===== src/spf_pkg.sv =====
`timescale 1ns / 1ps
`default_nettype none
// ----------------------------------------------------------------------------
// spf_pkg: shared types and constants of the substring position finder
// Register indexes, ASCII case folding and the per-byte step record.
// ----------------------------------------------------------------------------
package spf_pkg;

	// configuration port geometry
	localparam int CFG_IDX_W  = 3;
	localparam int CFG_DATA_W = 64;

	// bytes of pattern held in the two pattern registers
	localparam int PAT_REG_BYTES = 16;

	// width of the pattern length register
	localparam int PLEN_REG_W = 5;

	// register indexes
	localparam logic [CFG_IDX_W-1:0] REG_PAT_LOW   = 3'd0;
	localparam logic [CFG_IDX_W-1:0] REG_PAT_HIGH  = 3'd1;
	localparam logic [CFG_IDX_W-1:0] REG_PAT_LEN   = 3'd2;
	localparam logic [CFG_IDX_W-1:0] REG_FOLD_CASE = 3'd3;
	localparam logic [CFG_IDX_W-1:0] REG_FIND_LAST = 3'd4;

	// ascii letter range and case offset
	localparam logic [7:0] ASCII_UPPER_A = 8'h41;
	localparam logic [7:0] ASCII_UPPER_Z = 8'h5A;
	localparam logic [7:0] CASE_OFFSET   = 8'h20;

	// what the cell row reports for one accepted byte
	typedef struct packed {
		logic hit;        // every active cell matched
		logic last;       // final byte of the text
		logic empty_pat;  // pattern length is zero
		logic find_last;  // report the last occurrence
	} step_t;

	// map A-Z to a-z, everything else unchanged
	function automatic logic [7:0] lower_ascii(input logic [7:0] c);
		logic [7:0] r;
		r = c;
		if (c >= ASCII_UPPER_A && c <= ASCII_UPPER_Z) begin
			r = c + CASE_OFFSET;
		end
		return r;
	endfunction

endpackage
`default_nettype wire


===== src/spf_cell.sv =====
`timescale 1ns / 1ps
`default_nettype none
// ----------------------------------------------------------------------------
// spf_cell: one position of the text window
// Holds one recent text byte, passes it on to the next cell on every
// request and compares the byte it takes in against its pattern byte.
// ----------------------------------------------------------------------------
module spf_cell (
	input  wire logic       clk,
	input  wire logic       shift_en,
	input  wire logic [7:0] din,
	output logic      [7:0] dout,
	input  wire logic [7:0] pat_byte,
	input  wire logic       fold,
	input  wire logic       active,
	output logic            match
);

	logic [7:0] byte_q;
	logic [7:0] t_cmp;
	logic [7:0] p_cmp;

	// window byte, newest enters at cell zero
	always_ff @(posedge clk) begin
		if (shift_en) begin
			byte_q <= din;
		end
	end

	assign dout = byte_q;

	// the byte landing here this cycle is the one to compare
	always_comb begin
		t_cmp = fold ? spf_pkg::lower_ascii(din) : din;
		p_cmp = fold ? spf_pkg::lower_ascii(pat_byte) : pat_byte;
		match = !active || (t_cmp == p_cmp);
	end

endmodule
`default_nettype wire


===== src/spf_track.sv =====
`timescale 1ns / 1ps
`default_nettype none
// ----------------------------------------------------------------------------
// spf_track: position bookkeeping and result register
// Counts text bytes, records first and latest match starts and presents
// the result of a text on its final byte through an output register.
// ----------------------------------------------------------------------------
module spf_track #(
	parameter int POSITION_BITS = 16,
	parameter int LEN_W         = 5
) (
	input  wire logic                     clk,
	input  wire logic                     arst_n,
	input  wire logic                     step_en,
	input  wire spf_pkg::step_t           step,
	input  wire logic [LEN_W-1:0]         plen,
	output logic                          out_valid,
	input  wire logic                     out_ready,
	output logic                          in_ready,
	output logic [POSITION_BITS-1:0]      out_pos,
	output logic                          out_found,
	output logic                          out_too_long
);

	localparam int AW = POSITION_BITS + 1;
	localparam logic [POSITION_BITS-1:0] POS_MAX = {POSITION_BITS{1'b1}};

	logic [POSITION_BITS-1:0] bytes_seen_q;
	logic                     overflow_q;
	logic [POSITION_BITS-1:0] first_q;
	logic [POSITION_BITS-1:0] latest_q;
	logic                     any_q;

	logic                     valid_q;
	logic [POSITION_BITS-1:0] pos_q;
	logic                     found_q;
	logic                     too_long_q;

	logic                     sat;
	logic                     ovf_n;
	logic [AW-1:0]            avail;
	logic [AW-1:0]            plen_x;
	logic [POSITION_BITS-1:0] diff;
	logic                     hit_ok;
	logic [POSITION_BITS-1:0] start;
	logic                     any_n;
	logic [POSITION_BITS-1:0] first_n;
	logic [POSITION_BITS-1:0] latest_n;
	logic [POSITION_BITS-1:0] seen_n;
	logic [POSITION_BITS-1:0] res_pos;
	logic                     res_found;

	// a new request fits when the result slot is empty or draining
	assign in_ready = !valid_q || out_ready;

	// next bookkeeping values for this byte
	always_comb begin
		sat      = (bytes_seen_q == POS_MAX);
		ovf_n    = overflow_q || sat;
		avail    = {1'b0, bytes_seen_q} + AW'(1);
		plen_x   = AW'(plen);
		diff     = avail[POSITION_BITS-1:0] - plen_x[POSITION_BITS-1:0];
		hit_ok   = step.hit && !step.empty_pat && (avail >= plen_x);
		start    = sat ? POS_MAX : diff;
		any_n    = any_q || hit_ok;
		first_n  = (hit_ok && !any_q) ? start : first_q;
		latest_n = hit_ok ? start : latest_q;
		seen_n   = sat ? bytes_seen_q : bytes_seen_q + POSITION_BITS'(1);
		if (step.empty_pat) begin
			res_pos   = '0;
			res_found = 1'b1;
		end else if (any_n) begin
			res_pos   = step.find_last ? latest_n : first_n;
			res_found = 1'b1;
		end else begin
			res_pos   = seen_n;
			res_found = 1'b0;
		end
	end

	// per-text state, cleared after the final byte
	always_ff @(posedge clk or negedge arst_n) begin
		if (!arst_n) begin
			bytes_seen_q <= '0;
			overflow_q   <= 1'b0;
			first_q      <= '0;
			latest_q     <= '0;
			any_q        <= 1'b0;
		end else if (step_en) begin
			if (step.last) begin
				bytes_seen_q <= '0;
				overflow_q   <= 1'b0;
				first_q      <= '0;
				latest_q     <= '0;
				any_q        <= 1'b0;
			end else begin
				bytes_seen_q <= seen_n;
				overflow_q   <= ovf_n;
				first_q      <= first_n;
				latest_q     <= latest_n;
				any_q        <= any_n;
			end
		end
	end

	// result valid flag
	always_ff @(posedge clk or negedge arst_n) begin
		if (!arst_n) begin
			valid_q <= 1'b0;
		end else if (step_en && step.last) begin
			valid_q <= 1'b1;
		end else if (out_ready) begin
			valid_q <= 1'b0;
		end
	end

	// result payload
	always_ff @(posedge clk) begin
		if (step_en && step.last) begin
			pos_q      <= res_pos;
			found_q    <= res_found;
			too_long_q <= ovf_n;
		end
	end

	assign out_valid    = valid_q;
	assign out_pos      = pos_q;
	assign out_found    = found_q;
	assign out_too_long = too_long_q;

endmodule
`default_nettype wire


===== src/substring_position_finder_top.sv =====
`timescale 1ns / 1ps
`default_nettype none
// ----------------------------------------------------------------------------
// substring_position_finder_top: streaming first/last substring search
//
//   channel  direction  payload
//   s_axis   in         tdata = text_byte, tlast = end_of_text
//   m_axis   out        tdata = match_position, tuser = match_found, text_too_long
//   cfg      in         pattern low/high, pattern length, fold case, find last
//
// One text byte per cycle while s_axis_tready is high; every pattern position
// compares in its own cell of the window row, so the single register stage of
// the row sets the rate. The result of a text leaves from an output register in the
// cycle after its final byte is accepted. s_axis_tready drops only while a result
// waits and m_axis_tready is low. Reset clears all control state, not window or result data.
// ----------------------------------------------------------------------------
module substring_position_finder_top #(
	parameter int MAX_PATTERN   = 16,
	parameter int POSITION_BITS = 16
) (
	input  wire logic                                 clk,
	input  wire logic                                 arst_n,
	// text stream
	input  wire logic                                 s_axis_tvalid,
	output logic                                      s_axis_tready,
	input  wire logic [7:0]                           s_axis_tdata,  // [7:0] text_byte
	input  wire logic                                 s_axis_tlast,
	// result stream
	output logic                                      m_axis_tvalid,
	input  wire logic                                 m_axis_tready,
	// match_position from bit 0, zero padded to whole bytes
	output logic [((POSITION_BITS+7)/8)*8-1:0]        m_axis_tdata,
	output logic [1:0]                                m_axis_tuser,  // [0] match_found, [1] text_too_long
	// configuration
	input  wire logic                                 cfg_we,
	input  wire logic [spf_pkg::CFG_IDX_W-1:0]        cfg_index,
	input  wire logic [spf_pkg::CFG_DATA_W-1:0]       cfg_wdata
);

	localparam int OUT_W  = ((POSITION_BITS + 7) / 8) * 8;
	localparam int LEN_C  = $clog2(MAX_PATTERN + 1);
	localparam int LEN_W  = (LEN_C > spf_pkg::PLEN_REG_W) ? LEN_C : spf_pkg::PLEN_REG_W;
	localparam int IDX_C  = $clog2(MAX_PATTERN);
	localparam int IDX_W  = (IDX_C > 1) ? IDX_C : 1;

	logic [spf_pkg::CFG_DATA_W-1:0] pat_low_q;
	logic [spf_pkg::CFG_DATA_W-1:0] pat_high_q;
	logic [spf_pkg::PLEN_REG_W-1:0] pat_len_q;
	logic                           fold_q;
	logic                           find_last_q;

	logic [2*spf_pkg::CFG_DATA_W-1:0] pat_all;
	logic [LEN_W-1:0]   plen_raw;
	logic [LEN_W-1:0]   plen;
	logic [7:0]         pat_bytes [MAX_PATTERN];
	logic [7:0]         chain     [MAX_PATTERN+1];
	logic [MAX_PATTERN-1:0] match;
	logic               in_accept;
	spf_pkg::step_t     step;
	logic [POSITION_BITS-1:0] out_pos;
	logic               out_found;
	logic               out_too_long;

	// configuration registers
	always_ff @(posedge clk or negedge arst_n) begin
		if (!arst_n) begin
			pat_low_q   <= '0;
			pat_high_q  <= '0;
			pat_len_q   <= '0;
			fold_q      <= 1'b0;
			find_last_q <= 1'b0;
		end else if (cfg_we) begin
			case (cfg_index)
				spf_pkg::REG_PAT_LOW:   pat_low_q   <= cfg_wdata;
				spf_pkg::REG_PAT_HIGH:  pat_high_q  <= cfg_wdata;
				spf_pkg::REG_PAT_LEN:   pat_len_q   <= cfg_wdata[spf_pkg::PLEN_REG_W-1:0];
				spf_pkg::REG_FOLD_CASE: fold_q      <= cfg_wdata[0];
				spf_pkg::REG_FIND_LAST: find_last_q <= cfg_wdata[0];
				default: ;
			endcase
		end
	end

	// pattern length limited to the window size
	always_comb begin
		plen_raw = LEN_W'(pat_len_q);
		plen     = (plen_raw > LEN_W'(MAX_PATTERN)) ? LEN_W'(MAX_PATTERN) : plen_raw;
	end

	// both pattern registers as one byte string, byte 0 lowest
	assign pat_all = {pat_high_q, pat_low_q};

	// pattern bytes, zero beyond the register contents
	for (genvar j = 0; j < MAX_PATTERN; j++) begin : g_pat
		if (j < spf_pkg::PAT_REG_BYTES) begin : g_reg
			assign pat_bytes[j] = pat_all[8*j +: 8];
		end else begin : g_zero
			assign pat_bytes[j] = 8'h00;
		end
	end

	assign in_accept = s_axis_tvalid && s_axis_tready;
	assign chain[0]  = s_axis_tdata;

	// window row: cell k holds the byte k places back
	for (genvar k = 0; k < MAX_PATTERN; k++) begin : g_cell
		logic [LEN_W-1:0] sel;
		logic             active;
		assign sel    = plen - LEN_W'(1) - LEN_W'(k);
		assign active = LEN_W'(k) < plen;

		spf_cell u_cell (
			.clk      (clk),
			.shift_en (in_accept),
			.din      (chain[k]),
			.dout     (chain[k+1]),
			.pat_byte (pat_bytes[sel[IDX_W-1:0]]),
			.fold     (fold_q),
			.active   (active),
			.match    (match[k])
		);
	end

	// step record for the bookkeeping
	always_comb begin
		step.hit       = &match;
		step.last      = s_axis_tlast;
		step.empty_pat = (plen == '0);
		step.find_last = find_last_q;
	end

	spf_track #(
		.POSITION_BITS (POSITION_BITS),
		.LEN_W         (LEN_W)
	) u_track (
		.clk          (clk),
		.arst_n       (arst_n),
		.step_en      (in_accept),
		.step         (step),
		.plen         (plen),
		.out_valid    (m_axis_tvalid),
		.out_ready    (m_axis_tready),
		.in_ready     (s_axis_tready),
		.out_pos      (out_pos),
		.out_found    (out_found),
		.out_too_long (out_too_long)
	);

	// result packing
	assign m_axis_tdata = OUT_W'(out_pos);
	assign m_axis_tuser = {out_too_long, out_found};

endmodule
`default_nettype wire

===== config.mk =====
export PLATFORM = sky130hd
export DESIGN_NAME = substring_position_finder_top
export DESIGN_NICKNAME = d
export VERILOG_FILES = /design/src/spf_pkg.sv /design/src/spf_cell.sv /design/src/spf_track.sv /design/src/substring_position_finder_top.sv
export SDC_FILE = /design/constraint.sdc
export NUM_CORES = 1
export LEC_CHECK = 0
export BUFFER_PORTS_ARGS = -buffer_cell sky130_fd_sc_hd__buf_2
export CAP_MARGIN = 20
export CORE_ASPECT_RATIO = 2
export CORE_MARGIN = 4
export CORE_UTILIZATION = 56
export CTS_BUF_LIST = sky130_fd_sc_hd__clkbuf_16
export DETAILED_ROUTE_END_ITERATION = 12
export PLACE_DENSITY = 0.85
export SLEW_MARGIN = 20
export SYNTH_ARGS = -nofsm -noshare
export SYNTH_HDL_FRONTEND = slang
export SYNTH_SLANG_ARGS = --single-unit

===== constraint.sdc =====
create_clock -name clk -period 10.3 [get_ports clk]
set_input_delay 2.06 -clock clk [delete_from_list [all_inputs] [get_ports clk]]
set_output_delay 2.06 -clock clk [all_outputs]
set_load 0.02 [all_outputs]

Yosys cells after proc, flatten, opt, wreduce, memory -nomap -nowiden
Index checks and enable logic that the tools add are counted.
Operators by class
  reductions and logical operators: 84
  shift-type cells: 0
  div/mod/pow operators: 0
  order comparisons: 98
  mux-type cells: 127
  equality and inequality tests: 21
  $mul: 0
  $add $sub $neg: 51
  bitwise logic cells: 16
Operator list (number)
  two-way mux 8 bit: 96
  binary-select mux 8 bit (select 4 bit): 16
  adder 8 x 6 -> 8 bit, second input constant: 32
  >= comparator 8 x 7 -> 1 bit, second input constant: 32
  less-or-equal comparator 8 x 7 -> 1 bit, second input constant: 32
  two-way mux 16 bit: 9
  equality test 8 bit: 16
  >= comparator 5 bit, second input constant: 16
  inverter 4 -> 5 bit: 16
  < comparator 4 x 5 -> 1 bit, first input constant: 8
  logical AND 1 bit: 37
  subtractor 4 bit, second input constant: 8
  < comparator 3 x 5 -> 1 bit, first input constant: 4
  zero test 1 bit: 19
  logical OR 1 bit: 19
  adder 16 x 1 -> 17 bit, second input constant: 1
  >= comparator 17 x 5 -> 1 bit: 1
  adder 16 x 1 -> 16 bit, second input constant: 1
  equality test 16 bit, second input constant: 1
  AND reduction 16 bit: 1
  subtractor 16 x 5 -> 16 bit: 1
  subtractor 4 x 3 -> 4 bit, second input constant: 4
  < comparator 1 x 5 -> 1 bit, first input constant: 2
  < comparator 2 x 5 -> 1 bit, first input constant: 2
  other kinds (12): 23
Word-level totals
  RAM bits: 0
  bits of input ports: 81
  register bits: 324
  bits in read-only memories: 0
  memories kept: 0
  latch bits: 0

Logic depth before layout (Yosys ltp)
  depth in word-level cells: 21
  mapped depth: 34
  depth with buffers taken out: 19

By module
From an unflattened synthesis, not the netlist that was laid out.
Unflattened totals
  cell total of the unflattened synthesis: 2147
  area, all modules: 25210.4 um^2
Modules (own cells, without submodules)
  substring_position_finder_top: seq. area each 3378.2 um^2, instances 1, area an instance 11708.7 um^2, cells an instance 867
  spf_cell: seq. area each 240.2 um^2, instances 16, area an instance 568.0 um^2, cells an instance 50
  spf_track: seq. area each 1816.7 um^2, instances 1, area an instance 4413.0 um^2, cells an instance 480

Worst setup path after synthesis
No wires, ideal clock.
  kind: input port to flip-flop
  start point: in m_axis_tready
  end point: reg u_track.bytes_seen_q[5]
  setup slack: 3391 ps
  stages on the path: 7
  setup time: 89 ps
  buffers on the path: 2
  arrival time: 6820 ps
  data required time: 10211 ps
  cell sequence: nand2b_1 > nand2_1 > clkbuf_1 > inv_1 > clkbuf_1 > o21ai_0 > a21oi_1
On the way
  word-level cells in the longest chain between the ends: 2
RTL lines
  start, declared: line substring_position_finder_top.sv:30  | input wire logic m_axis_tready,
  logical OR 1 bit: line spf_track.sv:54  | assign in_ready = !valid_q || out_ready;
  logical AND 1 bit: line substring_position_finder_top.sv:102  | assign in_accept = s_axis_tvalid && s_axis_tready;
  via g_cell[0].u_cell.shift_en: line spf_cell.sv:10  | input wire logic shift_en,
  end signal, assigned: line spf_track.sv:97  | bytes_seen_q <= seen_n;
  end, declared: line spf_track.sv:28  | logic [POSITION_BITS-1:0] bytes_seen_q;
The timed path passes the listed nets, and every way through them passes these cells.
A chain may end at the register's enable or synchronous reset.

Worst setup path after layout
  start point: reg pat_len_q[4] in the netlist's numbering
  end point: reg u_track.latest_q[6]
On the way
  word-level cells in the longest chain between the ends: 19
  elaborated cells between the ends (all ways): 252
  those cells by class: add/sub: 33; order compare: 50; eq/ne: 16; mux: 84; bitwise: 16; reduce/logical: 53
RTL lines
  start, declared: line substring_position_finder_top.sv:48  | logic [spf_pkg::PLEN_REG_W-1:0] pat_len_q;
  start signal, assigned: line substring_position_finder_top.sv:76  | spf_pkg::REG_PAT_LEN: pat_len_q <= cfg_wdata[spf_pkg::PLEN_REG_W-1:0];
  greater-than comparator 5 bit: line substring_position_finder_top.sv:87  | plen = (plen_raw > LEN_W'(MAX_PATTERN)) ? LEN_W'(MAX_PATTERN) : plen_raw;
  two-way mux 5 bit *: line substring_position_finder_top.sv:87
  subtractor 4 x 1 -> 4 bit: line substring_position_finder_top.sv:109  | assign sel = plen - LEN_W'(1) - LEN_W'(k);
  subtractor 4 x 1 -> 4 bit, or another cell as far along: line substring_position_finder_top.sv:109
  inverter 4 -> 5 bit (not written as such): line substring_position_finder_top.sv:117  | .pat_byte (pat_bytes[sel[IDX_W-1:0]]),
  binary-select mux 8 bit (select 4 bit): line substring_position_finder_top.sv:117
  two-way mux 8 bit (not written as such) (2 in series): line substring_position_finder_top.sv:117
  >= comparator 8 x 7 -> 1 bit / less-or-equal comparator 8 x 7 -> 1 bit (equally long branches): line spf_pkg.sv:43  | if (c >= ASCII_UPPER_A && c <= ASCII_UPPER_Z) begin
  logical AND 1 bit: line spf_pkg.sv:43
  two-way mux 8 bit: line spf_pkg.sv:43
  two-way mux 8 bit: line spf_cell.sv:35  | p_cmp = fold ? spf_pkg::lower_ascii(pat_byte) : pat_byte;
  equality test 8 bit: line spf_cell.sv:36  | match = !active || (t_cmp == p_cmp);
  logical OR 1 bit: line spf_cell.sv:36
  AND reduction 16 bit: line substring_position_finder_top.sv:126  | step.hit = &match;
  logical AND 1 bit (2 in series): line spf_track.sv:63  | hit_ok = step.hit && !step.empty_pat && (avail >= plen_x);
  two-way mux 16 bit *: line spf_track.sv:67  | latest_n = hit_ok ? start : latest_q;
  two-way mux 16 bit *: line spf_track.sv:90  | if (step.last) begin
  end signal, assigned: line spf_track.sv:100  | latest_q <= latest_n;
  end, declared: line spf_track.sv:31  | logic [POSITION_BITS-1:0] latest_q;
Mark *: on every way between the ends. The rest lies on a longest branch, timed or not. The select of a mux whose other input is x is not followed.

==> flow_metrics.env <==
export IMPL_crit_required_ns=10.81
export IMPL_cts_buffers=30
export IMPL_timing_hold_violations_final=0
export IMPL_reg2reg_from="pat_len_q[4]"
export IMPL_grt_first_pass_wirelength_um=144000
export IMPL_holdPathStages=0
export IMPL_hold_path_end="g_cell[1].u_cell.dout[7]"
export IMPL_ys_seq_area_share_pct=33.9
export IMPL_ys_types=109
export IMPL_slew_violations=0
export IMPL_placement_io_buffers=100
export IMPL_dp_hpwl_um=75100
export IMPL_antenna_found_initial=1
export IMPL_gp_congestion=1.14
export IMPL_clockRootBuffer="clkbuf_16"
export IMPL_grt_pass1_vias=22200
export IMPL_die_w_um=160
export IMPL_setup_viol=0
export IMPL_layout_cells_non_filler=3027
export IMPL_cts_buffer_depth=3
export IMPL_fillers=3728
export IMPL_coreArea_um2=45800
export IMPL_synth_compound_area_share_pct=14.1
export IMPL_rsz0062_at_grt="no"
export IMPL_h_tree_depth=1
export IMPL_clkTransAtPathRegs_ns=0.07
export IMPL_dpl_cell_count=2971
export IMPL_vdd_drop_max_mv=0.238
export IMPL_drtIter0Drc=2760
export IMPL_tritoncts="yes"
export IMPL_syn_area_per_cell_um2=10.8
export IMPL_row_count=111
export IMPL_drv_cap=0
export IMPL_startpoint="pat_len_q[4]"
export IMPL_crit_top_cell="buf_4"
export IMPL_synth_edf_count=138
export IMPL_setup_tns_ns=0
export IMPL_pwr_density_cell_nw_per_um2=308
export IMPL_r2r_cells=21
export IMPL_worst_path_buf_inv=5
export IMPL_slowest_delay_ns=0.87
export IMPL_multi_input_area_um2=16200
export IMPL_layout_commonest_cell="mux2i_1"
export IMPL_skew_ns=0.0344
export IMPL_gr_total_overflow=0
export IMPL_arrival_ns=8.85
export IMPL_wl_um=98800
export IMPL_async_reset_ff_share_pct=57.4
export IMPL_r2r_slack_ns=1.96
export IMPL_antenna_left=0
export IMPL_first_pass_iters=6
export IMPL_r2r_end="u_track.latest_q[6]"
export IMPL_synth_seq_cells=324
export IMPL_ios=101
export IMPL_relSlewSlack_pct=20.9
export IMPL_synthSimpleGateAreaFrac_pct=13.3
export IMPL_min_period_over_period_pct=81.0
export IMPL_path_max_fanout=33
export IMPL_dieArea_um2=50100
export IMPL_drive_gt1_share_pct=21.8
export IMPL_hold_buffers=0
export IMPL_worst_pin_slew_ns=1.15
export IMPL_avgViaCountPerCell=7.41
export IMPL_yosysWarnings=0
export IMPL_avgRoutedWirePerCell_um=32.6
export IMPL_cpLargestDelayFamily="buffers and inverters"
export IMPL_critPathLaunchType="register"
export IMPL_worstSetupPathType="register to register"
export IMPL_vias=22400
export IMPL_synth_ff_type="dfrtp_1"
export IMPL_finalCriticalPeriod_ns=8.34
export IMPL_clkSinkCount=324
export IMPL_fmax_mhz=120
export IMPL_p_leak_nw=10.9
export IMPL_slowest_stage="xnor2_2"
export IMPL_final_cell_mix="mux2i_1, dfrtp_1, nand2_1"
export IMPL_min_delay_start="g_cell[0].u_cell.dout[7]"
export IMPL_synth_adder_area_share_pct=2.05
export IMPL_ff_latch_area_um2=8800
export IMPL_synth_top_family_by_area="multiplexers"
export IMPL_critical_path_endpoint_type="register"
export IMPL_status="finished, final reports clean"
export IMPL_path_cells="buf_4, nor2b_4, inv_2, buf_4, ha_1, xnor2_1, xnor2_2, buf_4, mux4_2, and3b_1, o21ai_0, nand4_1, nand4_1, nor4b_1, o21ai_0, o31ai_1, o2111ai_1, nor2_1, buf_4, nand2_1, o31ai_1"
export IMPL_holdCritPathClass="register to register"
export IMPL_fin_nets=2561
export IMPL_start_util_pct=56.6
export IMPL_synth_area_um2=25900
export IMPL_area_growth_pct=6.47
export IMPL_yosys_mux_area_fraction_pct=27.0
export IMPL_clock_latency_ns=0.62
export IMPL_synthXorXnorAreaFrac_pct=5.54
export IMPL_drcViolationCount=0
export IMPL_grt_max_degree=110
export IMPL_synth_nets=2535
export IMPL_postCtsSetupBuffers=0
export IMPL_die_height_um=312
export IMPL_postSynthCellCount=2412
export IMPL_post_cts_resized=0
export IMPL_track_usage_pct=38.5
## registers in the layout, summed over array words and instances (netlist names)
name / flops
u_track.out_too_long: 1
pat_low_q: 64
u_track.first_q: 16
u_track.bytes_seen_q: 16
pat_len_q: 5
u_track.overflow_q: 1
u_track.out_pos: 16
u_track.any_q: 1
fold_q: 1
u_track.out_valid: 1
u_track.out_found: 1
find_last_q: 1
pat_high_q: 64
u_track.latest_q: 16
g_cell.u_cell.dout: 120
## cells in the mapped netlist (20+ instances only)
library cell | instances | area (µm²)
a21o_1 | 20 | 150
a21oi_1 | 77 | 385
a22oi_1 | 45 | 338
a31oi_1 | 31 | 194
buf_2 | 33 | 165
clkbuf_1 | 64 | 240
dfrtp_1 | 186 | 4650
edfxtp_1 | 138 | 4140
ha_1 | 41 | 513
inv_1 | 37 | 139
mux2_2 | 174 | 1960
mux2i_1 | 235 | 2350
mux4_2 | 98 | 2210
nand2_1 | 182 | 683
nand2b_1 | 21 | 131
nand3_1 | 73 | 365
nand4_1 | 27 | 169
nor2_1 | 119 | 447
nor2b_1 | 26 | 163
nor3_1 | 52 | 260
o21ai_0 | 82 | 410
o31ai_1 | 40 | 300
or3_1 | 26 | 163
xnor2_1 | 93 | 815
xor2_1 | 62 | 543
## cell families (layout without fill, tap and decap cells)
kind of cell | after synthesis | count (layout)
xor gates and xnor gates | 159 | 159
adders and majority gates | 42 | 42
and+or+nand+nor | 665 | 665
muxes | 526 | 526
other | 0 | 1
AOI/OAI and AO/OA | 508 | 508
buffers and inverters | 188 | 237
DFF | 324 | 324
## report_power, final
group | switching, mW | total [mW] | internal, mW
logic | 3.53 | 5.60 | 2.07
clock network | 0.531 | 1.12 | 0.594
registers | 0.283 | 1.80 | 1.52
total | 4.34 | 8.52 | 4.18
## worst max path at each step
stage | cells past startpoint | endpoint
2_1_floorplan | 7 | u_track.bytes_seen_q[5]
3_5_place_dp | 21 | u_track.latest_q[6]
3_3_place_gp | 21 | u_track.latest_q[9]
4_1_cts | 21 | u_track.latest_q[6]
5_1_grt | 21 | u_track.latest_q[6]
6_report | 21 | u_track.latest_q[6]
## metal layers
layer  wire length (µm)  up-vias  share of wire, %  global-route usage, %
met1              29400    10900                30                   37.6
met5                  0        -                 0                      0
met3               8580      586               8.7                   8.85
met4              14300        0                14                   40.7
met2              46600     1539                47                   63.9
li1                   -     9448                 -                      -
## layout make-up
class | instances | area share (%)
clock buffer | 34 | 3.08
clock inverter | 21 | 0.421
multi-input combinational | 1900 | 58.5
inverter | 41 | 0.584
timing repair buffer | 141 | 2.96
tap | 565 | 2.56
sequential | 324 | 31.8
antenna | 1 | 0.00906
## through the flow
step / setup WS, ns / power (mW) / area, µm² / utilization (%) / hold WS (ns)
3_3_place_gp: 2.51 / 6.93 / 26600 / 58.1 / 0.467
3_5_place_dp: 2.23 / 7.09 / 26600 / 58.1 / 0.479
4_1_cts: 2.25 / 8.21 / 27600 / 60.2 / 0.491
6_report: 1.96 / 8.52 / 27600 / 60.3 / 0.490
2_1_floorplan: 3.39 / 5.38 / 25900 / - / 0.452
5_1_grt: 1.63 / 8.80 / 27600 / 60.3 / 0.509
Power figures use the tool's default switching activity.
